===== config.mk =====
export PLATFORM = sky130hd
export DESIGN_NAME = cau_sqrt
export DESIGN_NICKNAME = d
export VERILOG_FILES = /design/src/rtl/cau_pkg.sv /design/src/rtl/cau_sqrt.sv
export SDC_FILE = /design/constraint.sdc
export NUM_CORES = 2
export LEC_CHECK = 0
export BUFFER_PORTS_ARGS = -buffer_cell sky130_fd_sc_hd__buf_2
export CELL_PAD_IN_SITES_DETAIL_PLACEMENT = 1
export CELL_PAD_IN_SITES_GLOBAL_PLACEMENT = 1
export CORE_ASPECT_RATIO = 0.75
export CORE_MARGIN = 3
export CORE_UTILIZATION = 53
export CTS_CLUSTER_DIAMETER = 30
export CTS_CLUSTER_SIZE = 12
export DETAILED_ROUTE_END_ITERATION = 6
export PLACE_DENSITY_LB_ADDON = 0.1
export SETUP_SLACK_MARGIN = 0.2
export SYNTH_ARGS = -nofsm -noshare
export SYNTH_HDL_FRONTEND = slang
export SYNTH_MEMORY_MAX_BITS = 65536
export SYNTH_SLANG_ARGS = --single-unit
export TNS_END_PERCENT = 50

===== constraint.sdc =====
create_clock -name clk -period 4.8 [get_ports clk]
set_clock_uncertainty 0.2 [all_clocks]
set_input_delay 0.72 -clock clk [delete_from_list [all_inputs] [get_ports clk]]
set_output_delay 0.72 -clock clk [all_outputs]
set_load 0.01 [all_outputs]

===== src/rtl/cau_pkg.sv =====
// Shared types, codes, constants and helpers for the complex arithmetic unit.
`default_nettype none

package cau_pkg;

  typedef enum logic [2:0] {
    ACT_ADD = 3'd0,
    ACT_SUB = 3'd1,
    ACT_MUL = 3'd2,
    ACT_DIV = 3'd3,
    ACT_MOD = 3'd4
  } cau_act_t;

  localparam logic [1:0] ST_OK  = 2'd0;
  localparam logic [1:0] ST_DZ  = 2'd1;
  localparam logic [1:0] ST_SAT = 2'd2;

  localparam int FRAC_BITS_DEF = 16;
  localparam int QUO_BITS      = 33;
  localparam int CORE_LAT      = 34;

  localparam logic [31:0] Q_MAX = 32'h7fff_ffff;
  localparam logic [31:0] Q_MIN = 32'h8000_0000;

  typedef struct packed {
    logic [31:0] val;
    logic        sat;
  } cau_fin_t;

  typedef struct packed {
    logic [2:0]  act;
    logic        dz;
    logic [31:0] fast_re;
    logic [31:0] fast_im;
    logic        fast_sat;
    logic [63:0] num_re;
    logic [63:0] num_im;
    logic        neg_re;
    logic        neg_im;
    logic [63:0] den;
  } cau_front_t;

  typedef struct packed {
    logic [2:0]  act;
    logic        dz;
    logic [31:0] fast_re;
    logic [31:0] fast_im;
    logic        fast_sat;
    logic        neg_re;
    logic        neg_im;
  } cau_side_t;

  // Applies a sign to a magnitude and clamps the result to 32 bits.
  function automatic cau_fin_t fin(input logic [63:0] mag, input logic neg);
    cau_fin_t r;
    r.sat = 1'b0;
    if (neg) begin
      if (mag > 64'h0000_0000_8000_0000) begin
        r.val = Q_MIN;
        r.sat = 1'b1;
      end else begin
        r.val = 32'(~mag[31:0] + 32'd1);
      end
    end else begin
      if (mag > 64'h0000_0000_7fff_ffff) begin
        r.val = Q_MAX;
        r.sat = 1'b1;
      end else begin
        r.val = mag[31:0];
      end
    end
    return r;
  endfunction

  // Clamps a 33-bit signed sum to 32 bits.
  function automatic cau_fin_t sat33(input logic [32:0] s);
    cau_fin_t r;
    r.sat = s[32] != s[31];
    if (r.sat) begin
      r.val = s[32] ? Q_MIN : Q_MAX;
    end else begin
      r.val = s[31:0];
    end
    return r;
  endfunction

endpackage

`default_nettype wire


===== src/rtl/cau_sqrt.sv =====
// Pipelined integer square root, two radicand bits per stage, rounded to nearest.
`default_nettype none

module cau_sqrt
  import cau_pkg::*;
(
  input  logic        clk,
  input  logic        en,
  input  logic [63:0] rad,
  output logic [33:0] root
);

  localparam int STEPS = CORE_LAT - 2;

  logic [63:0] vv [0:STEPS];
  logic [63:0] rr [0:STEPS];

  always_ff @(posedge clk) begin
    if (en) begin
      vv[0] <= rad;
      rr[0] <= '0;
    end
  end

  for (genvar j = 0; j < STEPS; j++) begin : g_step
    logic [63:0] one, trial;
    logic        ge;
    assign one   = 64'd1 << (62 - 2 * j);
    assign trial = rr[j] + one;
    assign ge    = vv[j] >= trial;
    always_ff @(posedge clk) begin
      if (en) begin
        vv[j+1] <= ge ? vv[j] - trial : vv[j];
        rr[j+1] <= ge ? (rr[j] >> 1) + one : rr[j] >> 1;
      end
    end
  end

  always_ff @(posedge clk) begin
    if (en) begin
      root <= rr[STEPS][33:0] + {33'd0, vv[STEPS] > rr[STEPS]};
    end
  end

endmodule

`default_nettype wire


==> Word level (Yosys, flattened, before mapping) <==
Memory sizes are Yosys's and may differ from the RTL's.
Cells that the tools add are included.
{ "word_totals": {"reg_bits": 34, "latch_bits": 0, "mem_bits_rw": 4224, "mem_bits_ro": 0, "input_bits": 66, "out_inout_bits": 34, "wordCells": 199, "n_memories": 2} }
{ "mem_list": {"columns": ["name", "depth", "word_bits", "read_ports", "rd_clocked_by_memory_dff", "write_ports", "line_no", "rtl"], "rows": [
  ["rr", 33, 64, 33, 0, 33, "cau_sqrt.sv:16", "logic [63:0] rr [0:STEPS];"],
  ["vv", 33, 64, 33, 0, 33, "cau_sqrt.sv:15", "logic [63:0] vv [0:STEPS];"]
]} }
{ "op_classes": {"n_addsub": 97, "n_mul": 0, "div_mod_pow": 0, "n_lt_le_gt_ge": 33, "eq_ne": 0, "shift": 0, "muxes": 66, "bitwise": 0, "n_reduce_logical": 0} }
{ "ops": {"columns": ["operator", "count"], "rows": [
  ["64-bit two-way mux", 64],
  ["64-bit greater-or-equal comparator", 32],
  ["64-bit subtractor", 32],
  ["63-bit by 1-bit adder with 64-bit output (second input constant)", 1],
  ["63-bit by 11-bit adder with 64-bit output (second input constant)", 1],
  ["63-bit by 13-bit adder with 64-bit output (second input constant)", 1],
  ["63-bit by 15-bit adder with 64-bit output (second input constant)", 1],
  ["63-bit by 17-bit adder with 64-bit output (second input constant)", 1],
  ["63-bit by 19-bit adder with 64-bit output (second input constant)", 1],
  ["63-bit by 21-bit adder with 64-bit output (second input constant)", 1],
  ["63-bit by 23-bit adder with 64-bit output (second input constant)", 1],
  ["63-bit by 25-bit adder with 64-bit output (second input constant)", 1],
  ["63-bit by 27-bit adder with 64-bit output (second input constant)", 1],
  ["63-bit by 29-bit adder with 64-bit output (second input constant)", 1],
  ["63-bit by 3-bit adder with 64-bit output (second input constant)", 1],
  ["63-bit by 31-bit adder with 64-bit output (second input constant)", 1],
  ["63-bit by 33-bit adder with 64-bit output (second input constant)", 1],
  ["63-bit by 35-bit adder with 64-bit output (second input constant)", 1],
  ["63-bit by 37-bit adder with 64-bit output (second input constant)", 1],
  ["63-bit by 39-bit adder with 64-bit output (second input constant)", 1],
  ["63-bit by 41-bit adder with 64-bit output (second input constant)", 1],
  ["63-bit by 43-bit adder with 64-bit output (second input constant)", 1],
  ["63-bit by 45-bit adder with 64-bit output (second input constant)", 1],
  ["63-bit by 47-bit adder with 64-bit output (second input constant)", 1],
  ["46 further kinds", 47]
]} }

==> Logic depth before layout (Yosys ltp) <==
An unclocked memory read counts as a cell.
{ "depth": {"depth_word": 4, "ltp_mapped": 20, "mapped_depth_nobuf": 20} }

==> Worst setup path after synthesis <==
Ideal clock, no wire load.
{ "synth_timing": {"path_type": "flip-flop to flip-flop", "start": "mem rr[32][9]", "end": "reg root[31] (data pin)", "setup_time_ns": 0.258, "t_arrival_ns": 3.297, "required_ns": 4.342, "setup_slack_ns": 1.045, "path_stages_with_launch": 21, "path_buffers": 0, "period_less_slack_ns": 3.755, "cell_sequence": "edfxtp_1 inv_1 ha_1 a21o_1 a21o_1 a21o_1 a21o_1 a21oi_1 nor2b_1 o21ai_0 nand2_1 a221oi_1 o21ai_0 ha_1 nand4_1 or3_1 nor3_1 and3_1 nand3_1 nor2_1 xnor2_1"} }
{ "synth_lines": {"columns": ["element", "line_no", "rtl"], "rows": [
  ["from (decl)", "cau_sqrt.sv:16", null],
  ["to (signal assigned)", "cau_sqrt.sv:41", "root <= rr[STEPS][33:0] + {33'd0, vv[STEPS] > rr[STEPS]};"],
  ["to (decl)", "cau_sqrt.sv:10", "output logic [33:0] root"]
]} }

==> metrics.txt <==
# TYPE chip_impl_metric gauge
chip_impl_info{name="clk_root_buffer_cell",value="sky130_fd_sc_hd__clkbuf_16"} 1
chip_impl_metric{name="hold_depth",unit=""} 0
chip_impl_metric{name="timing.max_cap.violations",unit=""} 0
chip_impl_metric{name="post-synth-top-area-fraction",unit=""} 0.624
chip_impl_metric{name="io_pins",unit=""} 100
chip_impl_metric{name="leakage",unit="nW"} 57.2
chip_impl_metric{name="worst_path_largest_cell_delay",unit="ns"} 0.62
chip_impl_info{name="ys_top_cells_by_area",value="sky130_fd_sc_hd__edfxtp_1, sky130_fd_sc_hd__ha_1, sky130_fd_sc_hd__xnor2_1"} 1
chip_impl_metric{name="detail_route.wl_per_cell",unit="um"} 27.9
chip_impl_metric{name="async_reset_ff_frac",unit=""} 0
chip_impl_metric{name="layout-drive-gt1-share",unit=""} 0.107
chip_impl_info{name="crit_path_end_kind",value="flip-flop"} 1
chip_impl_metric{name="ff2ff_path_depth",unit=""} 12
chip_impl_info{name="most_instantiated_library_cell_after_synthesis",value="sky130_fd_sc_hd__edfxtp_1"} 1
chip_impl_metric{name="tritoncts.num_buffers",unit=""} 460
chip_impl_metric{name="syn_area",unit="um2"} 129000
chip_impl_metric{name="die_height",unit="um"} 433
chip_impl_info{name="critical_path.reg2reg.endpoint",value="vv[31][40]$_DFFE_PP_"} 1
chip_impl_metric{name="finalWeightedCongestion",unit=""} 0.921
chip_impl_metric{name="vias_post_dr",unit=""} 89900
chip_impl_metric{name="area_growth_syn_to_layout",unit="%"} 16.8
chip_impl_info{name="synth_top_cells_by_count",value="sky130_fd_sc_hd__edfxtp_1, sky130_fd_sc_hd__nor2_1, sky130_fd_sc_hd__inv_1"} 1
chip_impl_metric{name="htree_num_levels",unit=""} 5
chip_impl_metric{name="max_slew.worst_pin.slew",unit="ns"} 1.42
chip_impl_metric{name="setup-violations-final",unit=""} 0
chip_impl_info{name="min_from",value="rr[25][28]$_DFFE_PP_"} 1
chip_impl_info{name="yosys.area.top_type",value="sky130_fd_sc_hd__edfxtp_1"} 1
chip_impl_metric{name="first_global_vias",unit=""} 90500
chip_impl_metric{name="power.combinational.fraction",unit=""} 0.195
chip_impl_metric{name="number_of_routed_nets_with_antenna_violations",unit=""} 0
chip_impl_metric{name="largest_buffer_count_on_any_clock_path",unit=""} 4
chip_impl_info{name="rsz0062_at_grt",value="true"} 1
chip_impl_metric{name="grt_start_max_net_pins",unit=""} 159
chip_impl_metric{name="die_area",unit="um2"} 249000
chip_impl_info{name="critical_path.reg2reg.startpoint",value="vv[30][4]$_DFFE_PP_"} 1
chip_impl_metric{name="finalCritPeriodShare",unit=""} 0.935
chip_impl_metric{name="power_switching_share",unit=""} 0.308
chip_impl_metric{name="timing.critical_path.fanout_max",unit=""} 11
chip_impl_info{name="outcome",value="finished, final reports clean"} 1
chip_impl_metric{name="count_of_filler_cells_inserted_in_the_layout",unit=""} 23300
chip_impl_metric{name="maximum_clock_frequency",unit="GHz"} 0.223
chip_impl_metric{name="synth-seq-area-share",unit=""} 0.624
chip_impl_metric{name="clock_latency",unit="ns"} 0.94
chip_impl_metric{name="ys_types",unit=""} 88
chip_impl_info{name="dominantRegCellSynth",value="sky130_fd_sc_hd__edfxtp_1"} 1
chip_impl_metric{name="detailedRoute.firstPassIterationCount",unit=""} 6
chip_impl_metric{name="critical_path_arrival",unit="ns"} 4.94
chip_impl_info{name="cts_tree",value="done"} 1
chip_impl_metric{name="core_region_area",unit="um2"} 240000
chip_impl_metric{name="antenna_found_initial",unit=""} 20
chip_impl_metric{name="drc",unit=""} 0
chip_impl_info{name="timing.critical_path.cells",value="ha_1, nor2b_1, o31ai_1, a211o_1, a21bo_2, a31oi_1, o22ai_1, o21ai_0, a2bb2oi_1, buf_4, nand3_1, xnor2_1"} 1
chip_impl_metric{name="clockPowerShare",unit=""} 0.406
chip_impl_metric{name="placement.setup.worst_slack",unit="ns"} 0.0582
chip_impl_metric{name="grt_use_total",unit=""} 0.319
chip_impl_metric{name="width_of_the_die",unit="um"} 575
chip_impl_metric{name="overall_power_after_layout",unit="mW"} 82.3
chip_impl_metric{name="internal_power",unit="mW"} 57.0
chip_impl_metric{name="finalMaxSlewViolations",unit=""} 0
chip_impl_metric{name="power.net_switching",unit="mW"} 25.4
chip_impl_metric{name="post-route-util",unit=""} 0.627
chip_impl_metric{name="synth_cells",unit=""} 10300
chip_impl_metric{name="grt_first_pass_wirelength",unit="mm"} 598
chip_impl_metric{name="cts_sinks",unit=""} 2673
chip_impl_metric{name="timing.final.crit_period",unit="ns"} 4.49
chip_impl_metric{name="initial_utilization",unit=""} 0.537
chip_impl_info{name="timing.hold.worst.class",value="reg -> reg"} 1
chip_impl_metric{name="post_synth.cell_area_avg",unit="um2"} 12.5
chip_impl_metric{name="ys_seq_elements",unit=""} 2673
chip_impl_metric{name="synth.net_count",unit=""} 11000
chip_impl_info{name="criticalPathCategory",value="reg -> reg"} 1
chip_impl_metric{name="place_hpwl",unit="mm"} 287
chip_impl_metric{name="post-cts-setup-buffers",unit=""} 0
chip_impl_metric{name="hold_slack",unit="ns"} 0.222
chip_impl_metric{name="fin_ws",unit="ns"} 0.313
chip_impl_metric{name="place.port_buffers",unit=""} 98
chip_impl_metric{name="drt_iter0_drcs",unit=""} 10500
chip_impl_metric{name="post_drt_via_cell_ratio",unit=""} 6.21
chip_impl_metric{name="timing.setup.tns",unit="ns"} 0
chip_impl_metric{name="rows",unit=""} 155
chip_impl_info{name="setup.worst_path.start_class",value="flip-flop"} 1
chip_impl_metric{name="synth_enable_flop_cells",unit=""} 2673
chip_impl_info{name="whs_endpoint",value="rr[26][27]$_DFFE_PP_"} 1
chip_impl_metric{name="power.sequential.fraction",unit=""} 0.399
chip_impl_info{name="critical_path.top_delay_family",value="compound AO/OA/AOI/OAI gates"} 1
chip_impl_metric{name="yosysWarnings",unit=""} 0
chip_impl_metric{name="timing.critical_path.required",unit="ns"} 5.26
chip_impl_metric{name="worst-r2r-setup-slack",unit="ns"} 0.31
chip_impl_metric{name="finalWirelength",unit="mm"} 404
chip_impl_metric{name="peakVddDrop",unit="V"} 0.000422
chip_impl_metric{name="finalNetCount",unit=""} 11500
chip_impl_metric{name="max_slew_margin",unit=""} 0.0446
chip_impl_metric{name="globalRoute.totalOverflow",unit=""} 0
chip_impl_metric{name="clkSlewWorstSetupHoldPaths",unit="ns"} 0.05
chip_impl_metric{name="final_hold_viol_count",unit=""} 0
chip_impl_info{name="cpMaxStageDelayCell",value="sky130_fd_sc_hd__o31ai_1"} 1
chip_impl_metric{name="cellPowerDensity",unit="nW/um2"} 548
chip_impl_metric{name="critical_path_buffer_and_inverter_count",unit=""} 1
==> metal layers <==
metal,vias up,share of wire,global-route usage
met5,-,0.000052,0
met4,4,0.025,0.0821
met3,636,0.089,0.0561
met2,3994,0.42,0.463
met1,45500,0.46,0.495
li1,39800,-,-
==> power by group through the flow <==
stage / sequential (mW) / combinational, mW / clock (mW)
floorplan: 31.3 / 10.8 / 0
global placement: 32.9 / 15.0 / 0
detailed placement: 33.0 / 15.4 / 0
CTS: 32.7 / 15.8 / 33.6
global route: 33.0 / 17.6 / 34.8
finish: 32.8 / 16.1 / 33.4
==> flip-flops by register name, summed over array words and instances (netlist names) <==
name,count
rr,528
root,33
vv,2112
==> timing repair <==
action	CTS	global route
endpoints found under the hold margin	65	0
resized for setup	2	12
hold buffers	65	0
setup endpoints to repair	7	32
==> cells in the final DEF, fill, tap and decap left out, drive strengths merged, types with 45 or more instances in the layout <==
cell	synthesis	final
edfxtp	2673	2673
inv	723	782
nor2	745	745
a21oi	715	715
nand2	629	629
ha	594	594
xnor2	577	577
clkbuf	185	495
o21ai	439	439
xor2	393	393
nor4	330	330
nor3	299	299
a21o	269	269
buf	21	247
nand4	194	194
nand3	181	181
clkinv	1	180
nand2b	128	128
or3	108	108
o21a	101	101
mux2	96	96
nor2b	88	88
dlygate4sd3	0	65
bufinv	0	60
clkinvlp	0	60
or4	59	59
o21bai	53	53
and3	48	48
a31oi	45	45
==> per-stage QoR <==
stage                     cells  instance area (um2)
after floorplan           10300               129000
after global placement    13600               134000
after detailed placement  13600               134000
after CTS                 14500               150000
after global routing      14500               150000
final                     14500               150000
==> worst max path at each step <==
| stage | start | end | cells past startpoint |
|---|---|---|---|
| CTS | vv[30][29]$_DFFE_PP_ | vv[31][39]$_DFFE_PP_ | 12 |
| floorplan | rr[32][9]$_DFFE_PP_ | root[31]$_DFFE_PP_ | 20 |
| finish | vv[30][4]$_DFFE_PP_ | vv[31][40]$_DFFE_PP_ | 12 |
| global route | rr[24][22]$_DFFE_PP_ | vv[25][52]$_DFFE_PP_ | 12 |
| global placement | vv[30][28]$_DFFE_PP_ | vv[31][41]$_DFFE_PP_ | 12 |
| detailed placement | rr[27][16]$_DFFE_PP_ | vv[28][51]$_DFFE_PP_ | 13 |
==> kinds of logic (layout without fill, tap and decap cells) <==
family / after synthesis / in the layout / synth area share
xor gates and xnor gates: 970 / 970 / 0.0661
adders and majority gates: 594 / 594 / 0.0578
and+or+nand+nor: 3082 / 3082 / 0.123
buffers and inverters: 930 / 1889 / 0.0272
AOI/OAI and AO/OA: 1942 / 1942 / 0.0929
other: 1 / 6 / 0.0000292
muxes: 101 / 101 / 0.00880
DFF: 2673 / 2673 / 0.624
==> cell type report <==
class                      count  area [um2]  share of cell area
clock inverter               358        3960              0.0264
sequential                  2673       80300               0.534
tap                         3218        4030              0.0268
timing repair buffer         312        2560              0.0171
inverter                     724        2720              0.0181
antenna                        5        12.5           0.0000833
multi-input combinational   6690       44900               0.299
clock buffer                 495       11700              0.0782
(Power assumes the default switching activity.)
